[src/sv/mact_pkg.sv]
// Shared types, constants and codes of the moving average crossover trader.
package mact_pkg;

	// Default ring depth (largest window length)
	localparam int MAX_WINDOW_DEF = 256;

	// Register reset values
	localparam logic [8:0]  SHORT_WINDOW_RST = 9'd50;
	localparam logic [8:0]  LONG_WINDOW_RST  = 9'd200;
	localparam logic [31:0] CAPITAL_RST      = 32'd0;
	localparam logic [11:0] START_YEAR_RST   = 12'd0;
	localparam logic [11:0] END_YEAR_RST     = 12'd4095;

	// Money saturation limit
	localparam logic [47:0] M48 = 48'hFFFF_FFFF_FFFF;

	// Serial arithmetic lengths
	localparam int MUL_STEPS = 32;
	localparam int DIV_BITS  = 80;

	// Configuration register indexes
	typedef enum logic [2:0] {
		REG_SHORT_WINDOW = 3'd0,
		REG_LONG_WINDOW  = 3'd1,
		REG_CAPITAL      = 3'd2,
		REG_START_YEAR   = 3'd3,
		REG_END_YEAR     = 3'd4
	} reg_idx_t;

	// Relation of short average to long average
	typedef enum logic [1:0] {
		REL_LESS    = 2'd0,
		REL_EQUAL   = 2'd1,
		REL_GREATER = 2'd2
	} rel_t;

	// Trade reported with a result
	typedef enum logic [1:0] {
		KIND_NONE = 2'd0,
		KIND_BUY  = 2'd1,
		KIND_SELL = 2'd2
	} kind_t;

	// Multiplier operand choice
	typedef enum logic [1:0] {
		MS_SHORT = 2'd0,
		MS_LONG  = 2'd1,
		MS_VALUE = 2'd2
	} mul_sel_t;

	// Controller states
	typedef enum logic [3:0] {
		ST_IDLE, ST_RD, ST_UPD, ST_DATE, ST_MA, ST_MB, ST_REL,
		ST_DIV, ST_SELL, ST_PVST, ST_PV, ST_OUT
	} state_t;

	// Controller to datapath
	typedef struct packed {
		logic     load_in;
		logic     ring_rd;
		logic     ring_upd;
		logic     date_step;
		logic     mul_start;
		mul_sel_t mul_sel;
		logic     cap_a;
		logic     cap_b;
		logic     cmp_upd;
		logic     div_start;
		logic     buy;
		logic     sell;
		logic     pv;
		logic     out_load;
	} cmd_t;

	// Datapath to controller
	typedef struct packed {
		logic finished;
		logic in_range;
		logic both_full;
		logic buy_go;
		logic sell_go;
		logic mul_done;
		logic div_done;
		logic out_free;
	} status_t;

endpackage

[src/sv/mact_ctrl.sv]
// Controller: sequences one sample through window, date, compare, trade and value steps.
module mact_ctrl (
	input  logic                clk,
	input  logic                arst_n,
	input  logic                in_valid,
	output logic                in_ready,
	input  mact_pkg::status_t   st,
	output mact_pkg::cmd_t      cmd
);
	mact_pkg::state_t state_q, state_d;

	// state register
	always_ff @(posedge clk or negedge arst_n) begin
		if (!arst_n)
			state_q <= mact_pkg::ST_IDLE;
		else
			state_q <= state_d;
	end

	// next state and commands
	always_comb begin
		state_d     = state_q;
		cmd         = '0;
		cmd.mul_sel = mact_pkg::MS_VALUE;
		in_ready    = 1'b0;
		unique case (state_q)
			mact_pkg::ST_IDLE: begin
				in_ready = 1'b1;
				if (in_valid) begin
					cmd.load_in = 1'b1;
					// a stopped block swallows samples
					if (!st.finished)
						state_d = mact_pkg::ST_RD;
				end
			end
			mact_pkg::ST_RD: begin
				cmd.ring_rd = 1'b1;
				state_d     = mact_pkg::ST_UPD;
			end
			mact_pkg::ST_UPD: begin
				cmd.ring_upd = 1'b1;
				state_d      = mact_pkg::ST_DATE;
			end
			mact_pkg::ST_DATE: begin
				cmd.date_step = 1'b1;
				if (!st.in_range)
					state_d = mact_pkg::ST_IDLE;
				else if (st.both_full) begin
					cmd.mul_start = 1'b1;
					cmd.mul_sel   = mact_pkg::MS_SHORT;
					state_d       = mact_pkg::ST_MA;
				end else
					state_d = mact_pkg::ST_PVST;
			end
			mact_pkg::ST_MA: begin
				if (st.mul_done) begin
					cmd.cap_a     = 1'b1;
					cmd.mul_start = 1'b1;
					cmd.mul_sel   = mact_pkg::MS_LONG;
					state_d       = mact_pkg::ST_MB;
				end
			end
			mact_pkg::ST_MB: begin
				if (st.mul_done) begin
					cmd.cap_b = 1'b1;
					state_d   = mact_pkg::ST_REL;
				end
			end
			mact_pkg::ST_REL: begin
				cmd.cmp_upd = 1'b1;
				if (st.buy_go) begin
					cmd.div_start = 1'b1;
					state_d       = mact_pkg::ST_DIV;
				end else if (st.sell_go) begin
					cmd.mul_start = 1'b1;
					state_d       = mact_pkg::ST_SELL;
				end else begin
					cmd.mul_start = 1'b1;
					state_d       = mact_pkg::ST_PV;
				end
			end
			mact_pkg::ST_DIV: begin
				if (st.div_done) begin
					cmd.buy = 1'b1;
					state_d = mact_pkg::ST_PVST;
				end
			end
			mact_pkg::ST_SELL: begin
				if (st.mul_done) begin
					cmd.sell = 1'b1;
					state_d  = mact_pkg::ST_PVST;
				end
			end
			mact_pkg::ST_PVST: begin
				cmd.mul_start = 1'b1;
				state_d       = mact_pkg::ST_PV;
			end
			mact_pkg::ST_PV: begin
				if (st.mul_done) begin
					cmd.pv  = 1'b1;
					state_d = mact_pkg::ST_OUT;
				end
			end
			mact_pkg::ST_OUT: begin
				if (st.out_free) begin
					cmd.out_load = 1'b1;
					state_d      = mact_pkg::ST_IDLE;
				end
			end
			default: state_d = mact_pkg::ST_IDLE;
		endcase
	end
endmodule

[config.mk]
export PLATFORM = sky130hd
export DESIGN_NAME = mact_ctrl
export DESIGN_NICKNAME = d
export VERILOG_FILES = /design/src/sv/mact_pkg.sv /design/src/sv/mact_ctrl.sv
export SDC_FILE = /design/constraint.sdc
export NUM_CORES = 1
export LEC_CHECK = 0
export BUFFER_PORTS_ARGS = -buffer_cell sky130_fd_sc_hd__clkbuf_2
export CAP_MARGIN = 20
export CORE_AREA = 4 4 41 43
export DETAILED_ROUTE_END_ITERATION = 12
export DIE_AREA = 0 0 45 47
export PLACE_DENSITY = 0.71
export SLEW_MARGIN = 10
export SYNTH_ARGS = -nofsm -noshare
export SYNTH_HDL_FRONTEND = slang
export SYNTH_SLANG_ARGS = --single-unit
[constraint.sdc]
create_clock -name clk -period 4.1 [get_ports clk]
set_clock_uncertainty 0.1 [all_clocks]
set_input_delay 0.41 -clock clk [delete_from_list [all_inputs] [get_ports clk]]
set_output_delay 0.41 -clock clk [all_outputs]
set_load 0.01 [all_outputs]
======== Word level (Yosys, flattened, before mapping) ========
Cells that the tools add are included.
word-level totals
  output and inout bits ................... 16
  logic and storage cells ................. 58
  input port bits ......................... 11
  bits in registers ....................... 4
operators by class
  muxes and demuxes ....................... 36
  reductions and logical operators ........ 2
  eq/ne operators ......................... 19
operators with widths
  kind                                                             count
  4-bit 2-to-1 mux                                                 12
  4-bit one-hot mux with 12 select lines                           1
  1-bit 2-to-1 mux                                                 17
  4-bit by 3-bit == test with 1-bit output, second input constant  4
  4-bit == test, second input constant                             4
  2-bit inequality test, second input constant                     8
  4-bit by 2-bit == test with 1-bit output, second input constant  2
  8-bit AND reduction                                              1
  3-bit 2-to-1 mux                                                 2
  4-bit by 1-bit == test with 1-bit output, second input constant  1
  4-bit logical NOT                                                1
  2-bit 2-to-1 mux                                                 2
  1-bit one-hot mux with 4 select lines                            1
  2-bit one-hot mux with 2 select lines                            1

======== Logic depth before layout (Yosys ltp) ========
Gate-level depths: netlist of run 1.
  word-level depth ........................ 3
  gate-level depth with buffers ........... 5
  depth with buffers taken out ............ 4

======== Worst setup path before layout of run 1 ========
Ideal clock, no wire load.
  kind .................................... register to output
  start ................................... register state_q[2]
  end ..................................... output cmd[10] in the netlist's numbering
  stages on the path, launching flop included .. 5
  buffers on the path ..................... 0
  path slack .............................. 2.164 ns
  data required time ...................... 3.590 ns
  arrival ................................. 1.426 ns
  cells stage by stage .................... dfrtp_1 > and2b_2 > and4_1 > a31oi_1 > o221ai_1
RTL lines
  item                      line             RTL
  start: declaration        mact_ctrl.sv:10  mact_pkg::state_t state_q, state_d;
  start signal: assignment  mact_ctrl.sv:15  state_q <= mact_pkg::ST_IDLE;
  start signal: assignment  mact_ctrl.sv:17  state_q <= state_d;
  end: declaration          mact_ctrl.sv:8   output mact_pkg::cmd_t cmd

==> tab_implementation.tex, run 1 <==
\begin{tabular}{lr}
\hline
Metric & Value \\
\hline
\multicolumn{2}{l}{\textbf{Die}} \\
\quad Area of the placeable core & 1300 sq um \\
\quad Height of the die & 47 um \\
\quad Chip width & 45 um \\
\quad Die Area & 2120 sq um \\
\quad Boundary pin count & 27 \\
\quad Initial cell density of the core & 0.406 \\
\quad Placement row count & 13 \\
\multicolumn{2}{l}{\textbf{Critical path}} \\
\quad Setup slack, reg-to-reg & 2210 ps \\
\quad Cell family with the largest share of critical-path delay & flip-flops \\
\quad Crit. End Element & output port \\
\quad Reg-to-reg critical path startpoint & state\_q[3]\$\_DFFE\_PN0P\_ \\
\quad Cell Chain, Critical Path & and2b\_2, and4\_1, a31oi\_1, o221ai\_1, clkbuf\_2 \\
\quad Critical Path End & cmd[10] \\
\quad Required time reported for the critical path endpoint & 3590 ps \\
\quad Crit Path Max Fanout & 13 \\
\quad Critical Setup Path Class & flip-flop to output port \\
\quad Buffers plus inverters on the worst setup path & 1 \\
\quad Capture instance of the worst register-to-register path & state\_q[3]\$\_DFFE\_PN0P\_ \\
\quad Worst path slowest cell & sky130\_fd\_sc\_hd\_\_dfrtp\_1 \\
\quad Critical path startpoint category & flip-flop \\
\quad Stages on the worst setup path & 5 \\
\quad Register-to-Register Path Depth & 4 \\
\quad Crit. Startpoint & state\_q[3]\$\_DFFE\_PN0P\_ \\
\quad Biggest cell delay along the critical path & 580 ps \\
\quad Data arrival, critical path & 1810 ps \\
\multicolumn{2}{l}{\textbf{Clock tree}} \\
\quad Clock latency at the later pin of the worst-skew pair & 230 ps \\
\quad Clock transition at the register clock pins on the worst setup and hold paths after CTS & 40 ps \\
\quad CTS buffer count & 3 \\
\quad Gates resized, CTS repair & 0 \\
\quad Maximum count of clock buffers along a single path & 2 \\
\quad Number of H-tree levels & 1 \\
\quad Number of hold-repair buffers added at the cts stage & 1 \\
\quad Setup fix buffers added after clock tree synthesis & 0 \\
\quad CTS tree & built \\
\quad Clock tree root driver cell & sky130\_fd\_sc\_hd\_\_clkbuf\_4 \\
\quad Clock sink total & 4 \\
\multicolumn{2}{l}{\textbf{Place}} \\
\quad Number of cells in the design after placement & 101 \\
\quad Half-perimeter wire length after placement & 1090 um \\
\quad Total of buffers placed on input and output ports & 26 \\
\quad RePlAce Congestion & 0.793 \\
\multicolumn{2}{l}{\textbf{GRT}} \\
\quad Via count of the first global-routing pass & 496 \\
\quad Remaining Overflow, GRT & 0 \\
\quad Number of antenna violations at the first check in global routing & 0 \\
\quad Overall fraction of global-route tracks in use & 0.146 \\
\quad Maximum number of pins on one net before global-route repair & 16 \\
\quad Wire length of the first global-routing pass & 2260 um \\
\multicolumn{2}{l}{\textbf{Yosys}} \\
\quad Post-synth cell types & 30 \\
\quad Post-synthesis sequential area ratio & 0.190 \\
\quad Average cell area after synthesis & 8.25 sq um \\
\quad Count of yosys warnings during synthesis & 0 \\
\quad Synth Net Count & 75 \\
\quad Flip-flop and latch count after synthesis & 4 \\
\quad Cell area after synthesis & 528 sq um \\
\quad Post-synthesis instance total & 64 \\
\multicolumn{2}{l}{\textbf{STA}} \\
\quad RSZ-0062 raised after global routing & no \\
\quad Final total negative setup slack & 0 ps \\
\quad Worst hold slack & 414 ps \\
\quad Crit share post-route & 0.567 \\
\quad Time the final worst path needs with I/O delays and setup & 2320 ps \\
\quad Relative slew slack & 0.690 \\
\quad Maximum operating frequency & 431 MHz \\
\quad Final hold vios & 0 \\
\quad Worst slew pin tran & 465 ps \\
\quad Finish-stage setup viols & 0 \\
\quad Max Transition Viols Final & 0 \\
\multicolumn{2}{l}{\textbf{Layout}} \\
\quad Number of flip-flops in the largest register & 4 \\
\quad Most common library cell in the layout ignoring fill and taps & sky130\_fd\_sc\_hd\_\_clkbuf\_2 \\
\quad Layout Utilization & 0.520 \\
\quad Number of standard cells in the final layout excluding fillers & 105 \\
\quad Most flops, register & state\_q \\
\quad Layout fillers & 141 \\
\quad NumNets Final & 103 \\
\quad Regs by FF count & state\_q x4 \\
\quad Synthesis-to-layout area growth & 28.2\% \\
\quad Number of antenna diodes & 0 \\
\quad Top library cells by usage in the layout, fill and taps aside & sky130\_fd\_sc\_hd\_\_clkbuf\_2, sky130\_fd\_sc\_hd\_\_nand2\_1, sky130\_fd\_sc\_hd\_\_inv\_1 \\
\quad Fraction of final layout cells with drive strength greater than 1 & 0.444 \\
\multicolumn{2}{l}{\textbf{Status}} \\
\quad Result of the run & finished, final reports clean \\
\multicolumn{2}{l}{\textbf{Detailed routing}} \\
\quad Overall via count from detail\_route & 570 \\
\quad Detailed Route Iter0 Violations & 13 \\
\quad Average routed wire per standard cell & 12.8 um \\
\quad Detailed-route wire length & 1340 um \\
\quad Final antenna-violating net count & 0 \\
\quad Number of detailed-routing iterations run before antenna repair & 3 \\
\quad Via-to-Cell Ratio & 5.43 \\
\quad Number of design rule violations left after detail routing & 0 \\
\multicolumn{2}{l}{\textbf{Pwr}} \\
\quad Leakage power of the design & 0.000346 uW \\
\quad Power density over cell area & 703 nW/um\^{}2 \\
\quad Highest ir drop seen on vdd & 0.000471 V \\
\multicolumn{2}{l}{\textbf{Job}} \\
\quad Number of violations of the max-capacitance limit & 0 \\
\multicolumn{2}{l}{\textbf{Min path}} \\
\quad Min-delay worst type & primary input to asynchronous set/reset pin \\
\hline
\end{tabular}
[cells by family (layout without fill, tap and decap cells)]
family	Yosys count	in the layout	synth area share
flops	4	4	0.190
mux	3	3	0.0853
simple gates	31	31	0.365
buf+inv	9	35	0.0972
compound gates	17	17	0.263
[synth_stat cells]
library cell / n / area [sq um]
sky130_fd_sc_hd__nand2_1: 6 / 22.5
sky130_fd_sc_hd__inv_1: 5 / 18.8
sky130_fd_sc_hd__dfrtp_1: 4 / 100
sky130_fd_sc_hd__nor2_1: 4 / 15.0
sky130_fd_sc_hd__nor2b_1: 4 / 25.0
sky130_fd_sc_hd__nor3_1: 4 / 20.0
sky130_fd_sc_hd__a21oi_1: 3 / 15.0
sky130_fd_sc_hd__and3_1: 3 / 18.8
sky130_fd_sc_hd__mux2_4: 3 / 45.0
sky130_fd_sc_hd__o21ai_0: 3 / 15.0
sky130_fd_sc_hd__a31oi_1: 2 / 12.5
sky130_fd_sc_hd__and2_1: 2 / 12.5
sky130_fd_sc_hd__and4_1: 2 / 17.5
sky130_fd_sc_hd__buf_2: 2 / 10.0
sky130_fd_sc_hd__buf_6: 2 / 22.5
sky130_fd_sc_hd__a21oi_2: 1 / 8.76
sky130_fd_sc_hd__a22oi_2: 1 / 12.5
sky130_fd_sc_hd__a2bb2oi_1: 1 / 8.76
sky130_fd_sc_hd__a2bb2oi_2: 1 / 15.0
sky130_fd_sc_hd__and2_2: 1 / 7.51
sky130_fd_sc_hd__and2b_2: 1 / 8.76
sky130_fd_sc_hd__nand2b_1: 1 / 6.26
sky130_fd_sc_hd__nand4b_1: 1 / 8.76
sky130_fd_sc_hd__nor4_4: 1 / 21.3
sky130_fd_sc_hd__o211a_4: 1 / 17.5
sky130_fd_sc_hd__o21ai_2: 1 / 8.76
sky130_fd_sc_hd__o21bai_1: 1 / 7.51
sky130_fd_sc_hd__o221ai_1: 1 / 8.76
sky130_fd_sc_hd__o2bb2ai_1: 1 / 8.76
sky130_fd_sc_hd__or3b_1: 1 / 8.76
[layer usage]
layer	global-route usage	routed length [um]	vias to the layer above
met5	0	0	-
met4	0.0702	18	0
met3	0.0230	44	2
met2	0.232	647	11
met1	0.193	630	270
li1	-	-	287
[power breakdown]
| part | leakage, uW | internal [uW] | switching (uW) |
|---|---|---|---|
| Clock | 0.0000138 | 32.6 | 14.7 |
| Sequential | 0.0000485 | 59.0 | 66.7 |
| Combinational | 0.000283 | 155 | 148 |
| Total | 0.000346 | 247 | 229 |
[stage by stage]
step | area [sq um] | power (uW) | worst slack (ps)
floorplan | 528 | 371 | 2160
global placement | 644 | 428 | 2080
detailed placement | 644 | 426 | 2040
CTS | 677 | 478 | 1790
global route | 677 | 522 | 1670
finish | 677 | 476 | 1780
[how the worst min path moves through the flow]
stage | from | to | slack (ps) | depth (start not counted)
after floorplan | arst_n | state_q[0]$_DFFE_PN0P_ | 10 | 0
after CTS | arst_n | state_q[0]$_DFFE_PN0P_ | 410 | 2
after global placement | arst_n | state_q[0]$_DFFE_PN0P_ | 120 | 1
after global routing | arst_n | state_q[0]$_DFFE_PN0P_ | 410 | 2
after detailed placement | arst_n | state_q[0]$_DFFE_PN0P_ | 120 | 1
final | arst_n | state_q[0]$_DFFE_PN0P_ | 410 | 2
[final cells by class]
class                   count  area [sq um]  area share
flip-flops and latches      4           100       0.148
inverters                   5          18.8      0.0277
clock buffers               3          22.5      0.0333
repair buffers             27           140       0.207
multi-input cells          51           377       0.556
well taps                  15          18.8      0.0277
No activity file was read; power rests on OpenSTA's default activity.
==> inputs of run 2 (changes only) <==
CORE_AREA = default   (was 4 4 41 43)
CORE_MARGIN = 4   (was default)
CORE_UTILIZATION = 39   (was default)
DIE_AREA = default   (was 0 0 45 47)
PLACE_DENSITY = 0.73   (was 0.71)
clock period = 1.91 ns   (was 4.1 ns; I/O delays follow)
==> tab_implementation.tex, run 2 (synthesis gave the netlist of run 1 again) <==
\begin{tabular}{lr}
\hline
Metric & Value \\
\hline
\multicolumn{2}{l}{\textbf{Status}} \\
\quad Result of the run & finished, final reports clean \\
\multicolumn{2}{l}{\textbf{Place}} \\
\quad Total of buffers placed on input and output ports & 26 (unchanged) \\
\quad Half-perimeter wire length after placement & 1220 um (+13\%) \\
\quad Worst setup slack before clock tree synthesis & 191 ps (-1850 ps) \\
\quad RePlAce Congestion & 0.943 (+19\%) \\
\quad Cell area after placement & 696 sq um (+8.0\%) \\
\multicolumn{2}{l}{\textbf{STA}} \\
\quad Final worst-path setup slack & 88.1 ps (-1690 ps) \\
\quad Crit share post-route & 0.954 \\
\quad Finish-stage setup viols & 0 (unchanged) \\
\quad Relative slew slack & 0.832 (+0.142) \\
\quad Maximum operating frequency & 549 MHz \\
\quad Worst slew pin tran & 250 ps (-215 ps) \\
\quad Final hold vios & 0 (unchanged) \\
\quad Final total negative setup slack & 0 ps (unchanged) \\
\quad Max Transition Viols Final & 0 (unchanged) \\
\quad Time the final worst path needs with I/O delays and setup & 1820 ps \\
\multicolumn{2}{l}{\textbf{Detailed routing}} \\
\quad Detailed Route Iter0 Violations & 25 (+12) \\
\quad Detailed-route wire length & 1560 um (+16\%) \\
\quad Final antenna-violating net count & 0 (unchanged) \\
\quad Average routed wire per standard cell & 13.7 um (+7.1\%) \\
\quad Number of design rule violations left after detail routing & 0 (unchanged) \\
\quad Via-to-Cell Ratio & 5.54 (+2.1\%) \\
\quad Number of detailed-routing iterations run before antenna repair & 4 (+1) \\
\quad Overall via count from detail\_route & 632 (+11\%) \\
\multicolumn{2}{l}{\textbf{Die}} \\
\quad Height of the die & 44.8 um (-4.7\%) \\
\quad Initial cell density of the core & 0.445 (+0.0394) \\
\quad Area of the placeable core & 1190 sq um (-8.8\%) \\
\quad Chip width & 44.8 um (-0.46\%) \\
\quad Placement row count & 12 (-1) \\
\quad Die Area & 2010 sq um (-5.1\%) \\
\quad Boundary pin count & 27 (unchanged) \\
\multicolumn{2}{l}{\textbf{Pwr}} \\
\quad Leakage power of the design & 0.000397 uW (+15\%) \\
\quad Power consumption & 1190 uW (+150\%) \\
\quad Power density over cell area & 1560 nW/um\^{}2 (+120\%) \\
\quad Highest ir drop seen on vdd & 0.000784 V (+66\%) \\
\multicolumn{2}{l}{\textbf{Critical path}} \\
\quad Data arrival, critical path & 1530 ps (-280 ps) \\
\quad Critical path startpoint category & flip-flop \\
\quad Crit. Startpoint & state\_q[3]\$\_DFFE\_PN0P\_ \\
\quad Register-to-Register Path Depth & 6 (+2) \\
\quad Capture instance of the worst register-to-register path & state\_q[2]\$\_DFFE\_PN0P\_ \\
\quad Cell Chain, Critical Path & buf\_4, or3b\_1, o221ai\_1, clkbuf\_2 \\
\quad Biggest cell delay along the critical path & 420 ps (-160 ps) \\
\quad Buffers plus inverters on the worst setup path & 2 (+1) \\
\quad Required time reported for the critical path endpoint & 1620 ps (-1970 ps) \\
\quad Critical Setup Path Class & flip-flop to output port \\
\quad Cell family with the largest share of critical-path delay & simple AND/OR/NAND/NOR gates \\
\quad Setup slack, reg-to-reg & 200 ps (-2010 ps) \\
\quad Crit. End Element & output port \\
\quad Reg-to-reg critical path startpoint & state\_q[2]\$\_DFFE\_PN0P\_ \\
\quad Crit Path Max Fanout & 3 (-10) \\
\quad Worst path slowest cell & sky130\_fd\_sc\_hd\_\_or3b\_1 \\
\multicolumn{2}{l}{\textbf{Clock tree}} \\
\quad CTS buffer count & 3 (unchanged) \\
\quad Clock transition at the register clock pins on the worst setup and hold paths after CTS & 40 ps (about the same) \\
\quad Number of H-tree levels & 1 (unchanged) \\
\quad Clock tree root driver cell & sky130\_fd\_sc\_hd\_\_clkbuf\_4 \\
\quad Maximum count of clock buffers along a single path & 2 (unchanged) \\
\quad Clock sink total & 4 (unchanged) \\
\quad Clock latency at the later pin of the worst-skew pair & 240 ps (about the same) \\
\quad CTS tree & built \\
\multicolumn{2}{l}{\textbf{GRT}} \\
\quad Via count of the first global-routing pass & 560 (+13\%) \\
\quad Wire length of the first global-routing pass & 2520 um (+12\%) \\
\quad Maximum number of pins on one net before global-route repair & 11 (-5) \\
\quad Number of antenna violations at the first check in global routing & 0 (unchanged) \\
\quad Remaining Overflow, GRT & 0 (unchanged) \\
\quad Overall fraction of global-route tracks in use & 0.171 (+0.0256) \\
\multicolumn{2}{l}{\textbf{Layout}} \\
\quad Layout fillers & 99 (-30\%) \\
\quad Regs by FF count & state\_q x4 \\
\quad Number of antenna diodes & 0 (unchanged) \\
\quad Final design instance area without fill & 764 sq um (+13\%) \\
\quad NumNets Final & 113 (+9.7\%) \\
\quad Layout Utilization & 0.645 (+0.124) \\
\quad Most common library cell in the layout ignoring fill and taps & sky130\_fd\_sc\_hd\_\_clkbuf\_2 \\
\quad Most flops, register & state\_q \\
\quad Top library cells by usage in the layout, fill and taps aside & sky130\_fd\_sc\_hd\_\_clkbuf\_2, sky130\_fd\_sc\_hd\_\_buf\_4, sky130\_fd\_sc\_hd\_\_nand2\_1 \\
\quad Fraction of final layout cells with drive strength greater than 1 & 0.540 (+0.0956) \\
\quad FF+latch area & 103 sq um (+2.5\%) \\
\quad Synthesis-to-layout area growth & 44.8\% \\
\quad Number of flip-flops in the largest register & 4 (unchanged) \\
\quad Combined area of the multi-input logic cells & 388 sq um (+3.0\%) \\
\multicolumn{2}{l}{\textbf{Min path}} \\
\quad Min-delay worst type & primary input to asynchronous set/reset pin \\
\multicolumn{2}{l}{\textbf{Job}} \\
\quad Number of violations of the max-capacitance limit & 0 (unchanged) \\
\hline
\end{tabular}
[run 2: changes by cell type in the layout (fill, tap and decap cells not counted)]
cell                      previous run  this run
sky130_fd_sc_hd__buf_4               0        10
sky130_fd_sc_hd__dfrtp_1             4         2
sky130_fd_sc_hd__dfrtp_2             0         2
sky130_fd_sc_hd__a31oi_1             2         1
sky130_fd_sc_hd__a31oi_2             0         1
sky130_fd_sc_hd__nor3_1              4         3
sky130_fd_sc_hd__nor3_2              0         1
[run 2: power by group]
group          leakage, uW  internal [uW]  total, uW  switching (uW)
clock network    0.0000138           70.6        109            38.6
registers        0.0000466            133        209            76.4
logic             0.000337            451        871             420
[run 2: what timing repair did]
action / CTS / global route
resized for setup: 1 / 3
setup endpoints to repair: 1 / 2
setup buffers: 1 / 2
hold endpoints to repair: 4 / 0
hold buffers: 1 / 0
[run 2: final cells by class]
cell class	count	area share
Tap cell	14	0.0229
Multi-Input combinational cell	51	0.507
Inverter	5	0.0245
Sequential cell	4	0.134
Clock buffer	3	0.0295
Timing Repair Buffer	37	0.282
[run 2: how the worst max path moves through the flow]
stage                          to  slack, ps  cells after the start
final                     cmd[10]         90                      4
after global routing      cmd[10]       -0.4                      5
after CTS                 cmd[10]          1                      5
after detailed placement  cmd[10]        190                      5
after global placement    cmd[10]        270                      5
after floorplan           cmd[10]        190                      4
[run 2: routing by layer]
metal / track usage / vias to the layer above / share of wire
met2: 0.292 / 31 / 0.49
li1: - / 306 / -
met5: 0 / - / 0
met3: 0.0637 / 0 / 0.092
met4: 0.0351 / 0 / 0
met1: 0.205 / 295 / 0.42
[run 2: stage by stage]
stage	hold slack, ps	std cells
6_report	198	114
2_1_floorplan	-205	64
3_5_place_dp	-100	107
5_1_grt	215	114
3_3_place_gp	-101	107
4_1_cts	186	112
==> inputs of run 3 (changes only) <==
SETUP_SLACK_MARGIN = 0.4   (was default)
==> tab_implementation.tex, run 3 (synthesis gave the netlist of run 1 again) <==
\begin{tabular}{lr}
\hline
Metric & Value \\
\hline
\multicolumn{2}{l}{\textbf{STA}} \\
\quad Finish-stage setup viols & 0 (unchanged) \\
\quad RSZ-0062 raised after global routing & yes \\
\quad Worst slew pin tran & 271 ps (+20.7 ps) \\
\quad Final total negative setup slack & 0 ps (unchanged) \\
\quad Time the final worst path needs with I/O delays and setup & 1830 ps (+6.73 ps) \\
\quad Relative slew slack & 0.818 (-0.0139) \\
\quad Maximum operating frequency & 547 MHz (-0.37\%) \\
\quad Crit share post-route & 0.957 (+0.00352) \\
\quad Final hold vios & 0 (unchanged) \\
\quad Max Transition Viols Final & 0 (unchanged) \\
\quad Final worst-path setup slack & 81.4 ps (-6.73 ps) \\
\multicolumn{2}{l}{\textbf{Layout}} \\
\quad Most common library cell in the layout ignoring fill and taps & sky130\_fd\_sc\_hd\_\_clkbuf\_2 \\
\quad Layout fillers & 76 (-23\%) \\
\quad Top library cells by usage in the layout, fill and taps aside & sky130\_fd\_sc\_hd\_\_clkbuf\_2, sky130\_fd\_sc\_hd\_\_buf\_2, sky130\_fd\_sc\_hd\_\_buf\_6 \\
\quad FF+latch area & 105 sq um (+2.4\%) \\
\quad Regs by FF count & state\_q x4 \\
\quad Synthesis-to-layout area growth & 75.1\% \\
\quad Most flops, register & state\_q \\
\quad Final design instance area without fill & 925 sq um (+21\%) \\
\quad Number of antenna diodes & 0 (unchanged) \\
\quad Fraction of final layout cells with drive strength greater than 1 & 0.743 (+0.203) \\
\quad Layout Utilization & 0.780 (+0.135) \\
\quad NumNets Final & 118 (+4.4\%) \\
\quad Number of flip-flops in the largest register & 4 (unchanged) \\
\quad Combined area of the multi-input logic cells & 460 sq um (+19\%) \\
\multicolumn{2}{l}{\textbf{Critical path}} \\
\quad Biggest cell delay along the critical path & 440 ps (+20 ps) \\
\quad Worst path slowest cell & sky130\_fd\_sc\_hd\_\_dfrtp\_2 \\
\quad Cell Chain, Critical Path & and2b\_2, and4\_1, a31oi\_2, o221ai\_2, clkbuf\_2 \\
\quad Crit. End Element & output port \\
\quad Critical path startpoint category & flip-flop \\
\quad Required time reported for the critical path endpoint & 1620 ps (about the same) \\
\quad Critical Setup Path Class & flip-flop to output port \\
\quad Data arrival, critical path & 1540 ps (about the same) \\
\quad Crit Path Max Fanout & 4 (+1) \\
\multicolumn{2}{l}{\textbf{Place}} \\
\quad RePlAce Congestion & 0.824 (-13\%) \\
\quad Half-perimeter wire length after placement & 1090 um (-11\%) \\
\quad Worst setup slack before clock tree synthesis & 176 ps (-14.7 ps) \\
\quad Total of buffers placed on input and output ports & 26 (unchanged) \\
\quad Cell area after placement & 676 sq um (-2.9\%) \\
\multicolumn{2}{l}{\textbf{Clock tree}} \\
\quad Clock sink total & 4 (unchanged) \\
\quad Clock latency at the later pin of the worst-skew pair & 240 ps (about the same) \\
\quad CTS buffer count & 3 (unchanged) \\
\quad Clock transition at the register clock pins on the worst setup and hold paths after CTS & 40 ps (about the same) \\
\quad Clock tree root driver cell & sky130\_fd\_sc\_hd\_\_clkbuf\_4 \\
\quad Maximum count of clock buffers along a single path & 2 (unchanged) \\
\quad Number of H-tree levels & 1 (unchanged) \\
\quad CTS tree & built \\
\multicolumn{2}{l}{\textbf{Pwr}} \\
\quad Highest ir drop seen on vdd & 0.000933 V (+19\%) \\
\quad Leakage power of the design & 0.000452 uW (+14\%) \\
\quad Power density over cell area & 1600 nW/um\^{}2 (+2.6\%) \\
\multicolumn{2}{l}{\textbf{Job}} \\
\quad Number of violations of the max-capacitance limit & 0 (unchanged) \\
\multicolumn{2}{l}{\textbf{GRT}} \\
\quad Via count of the first global-routing pass & 613 (+9.5\%) \\
\quad Wire length of the first global-routing pass & 2660 um (+5.8\%) \\
\quad Number of antenna violations at the first check in global routing & 0 (unchanged) \\
\quad Overall fraction of global-route tracks in use & 0.180 (+0.00846) \\
\quad Remaining Overflow, GRT & 0 (unchanged) \\
\quad Maximum number of pins on one net before global-route repair & 9 (-2) \\
\multicolumn{2}{l}{\textbf{Detailed routing}} \\
\quad Via-to-Cell Ratio & 5.72 (+3.2\%) \\
\quad Average routed wire per standard cell & 15.5 um (+13\%) \\
\quad Final antenna-violating net count & 0 (unchanged) \\
\quad Number of detailed-routing iterations run before antenna repair & 4 (unchanged) \\
\quad Number of design rule violations left after detail routing & 0 (unchanged) \\
\quad Detailed Route Iter0 Violations & 37 (+48\%) \\
\quad Overall via count from detail\_route & 681 (+7.8\%) \\
\quad Detailed-route wire length & 1840 um (+18\%) \\
\multicolumn{2}{l}{\textbf{Die}} \\
\quad Height of the die & 44.8 um (unchanged) \\
\quad Area of the placeable core & 1190 sq um (unchanged) \\
\quad Initial cell density of the core & 0.445 (unchanged) \\
\quad Placement row count & 12 (unchanged) \\
\quad Boundary pin count & 27 (unchanged) \\
\quad Die Area & 2010 sq um (unchanged) \\
\quad Chip width & 44.8 um (unchanged) \\
\multicolumn{2}{l}{\textbf{Status}} \\
\quad Result of the run & finished, final reports clean \\
\multicolumn{2}{l}{\textbf{Min path}} \\
\quad Min-delay worst type & primary input to asynchronous set/reset pin \\
\hline
\end{tabular}
## run 3: where the power goes
group          internal (uW)  switching (uW)  total (uW)
combinational            605             557        1160
sequential               137            71.4         208
clock                   70.4            36.5         107
total                    812             665        1480
## run 3: stage by stage
step / cells / hold slack (ps) / total power [uW]
floorplan: 64 / -205 / 818
global placement: 102 / -103 / 960
detailed placement: 102 / -101 / 959
CTS: 115 / 205 / 1270
global route: 119 / 216 / 1560
finish: 119 / 203 / 1480
## run 3: worst paths after layout
check / start / to / slack, ps / depth (start not counted)
hold reg to reg: state_q[2]$_DFFE_PN0P_ / state_q[2]$_DFFE_PN0P_ / 630 / 2
setup reg to reg: state_q[2]$_DFFE_PN0P_ / state_q[2]$_DFFE_PN0P_ / 160 / 5
setup / recovery: state_q[2]$_DFFE_PN0P_ / cmd[10] / 80 / 5
min in group clk: st[7] / state_q[1]$_DFFE_PN0P_ / 290 / 4
max in group asynchronous: arst_n / state_q[2]$_DFFE_PN0P_ / 1350 / 2
hold / removal: arst_n / state_q[1]$_DFFE_PN0P_ / 200 / 2
## run 3: layout make-up
| type | instances | share of cell area |
|---|---|---|
| Tap cell | 14 | 0.0189 |
| Clock buffer | 3 | 0.0244 |
| Timing Repair Buffer | 42 | 0.322 |
| Multi-Input combinational cell | 51 | 0.498 |
| Sequential cell | 4 | 0.114 |
| Inverter | 5 | 0.0230 |
## run 3: critical path: cells and delay by family, from the launching register on
kind                   cells  cell delay, ps
and+or+nand+nor            2             420
buffers and inverters      1             140
DFF                        1             440
AOI/OAI and AO/OA          2             300
## run 3: what timing repair did
action / CTS / global route
cloned: 0 / 0
hold buffers: 1 / 0
pin swaps: 7 / 7
buffers inserted: 9 / 4
endpoints found under the hold margin: 4 / 0
gates resized for setup: 19 / 29
endpoints found under the setup margin: 19 / 20
## run 3: routing by layer
layer | up-vias | GRT usage | routed length, um
met5 | - | 0 | 0
met1 | 321 | 0.235 | 777
met3 | 2 | 0.0239 | 148
met2 | 41 | 0.292 | 897
li1 | 317 | - | -
met4 | 0 | 0.0819 | 19
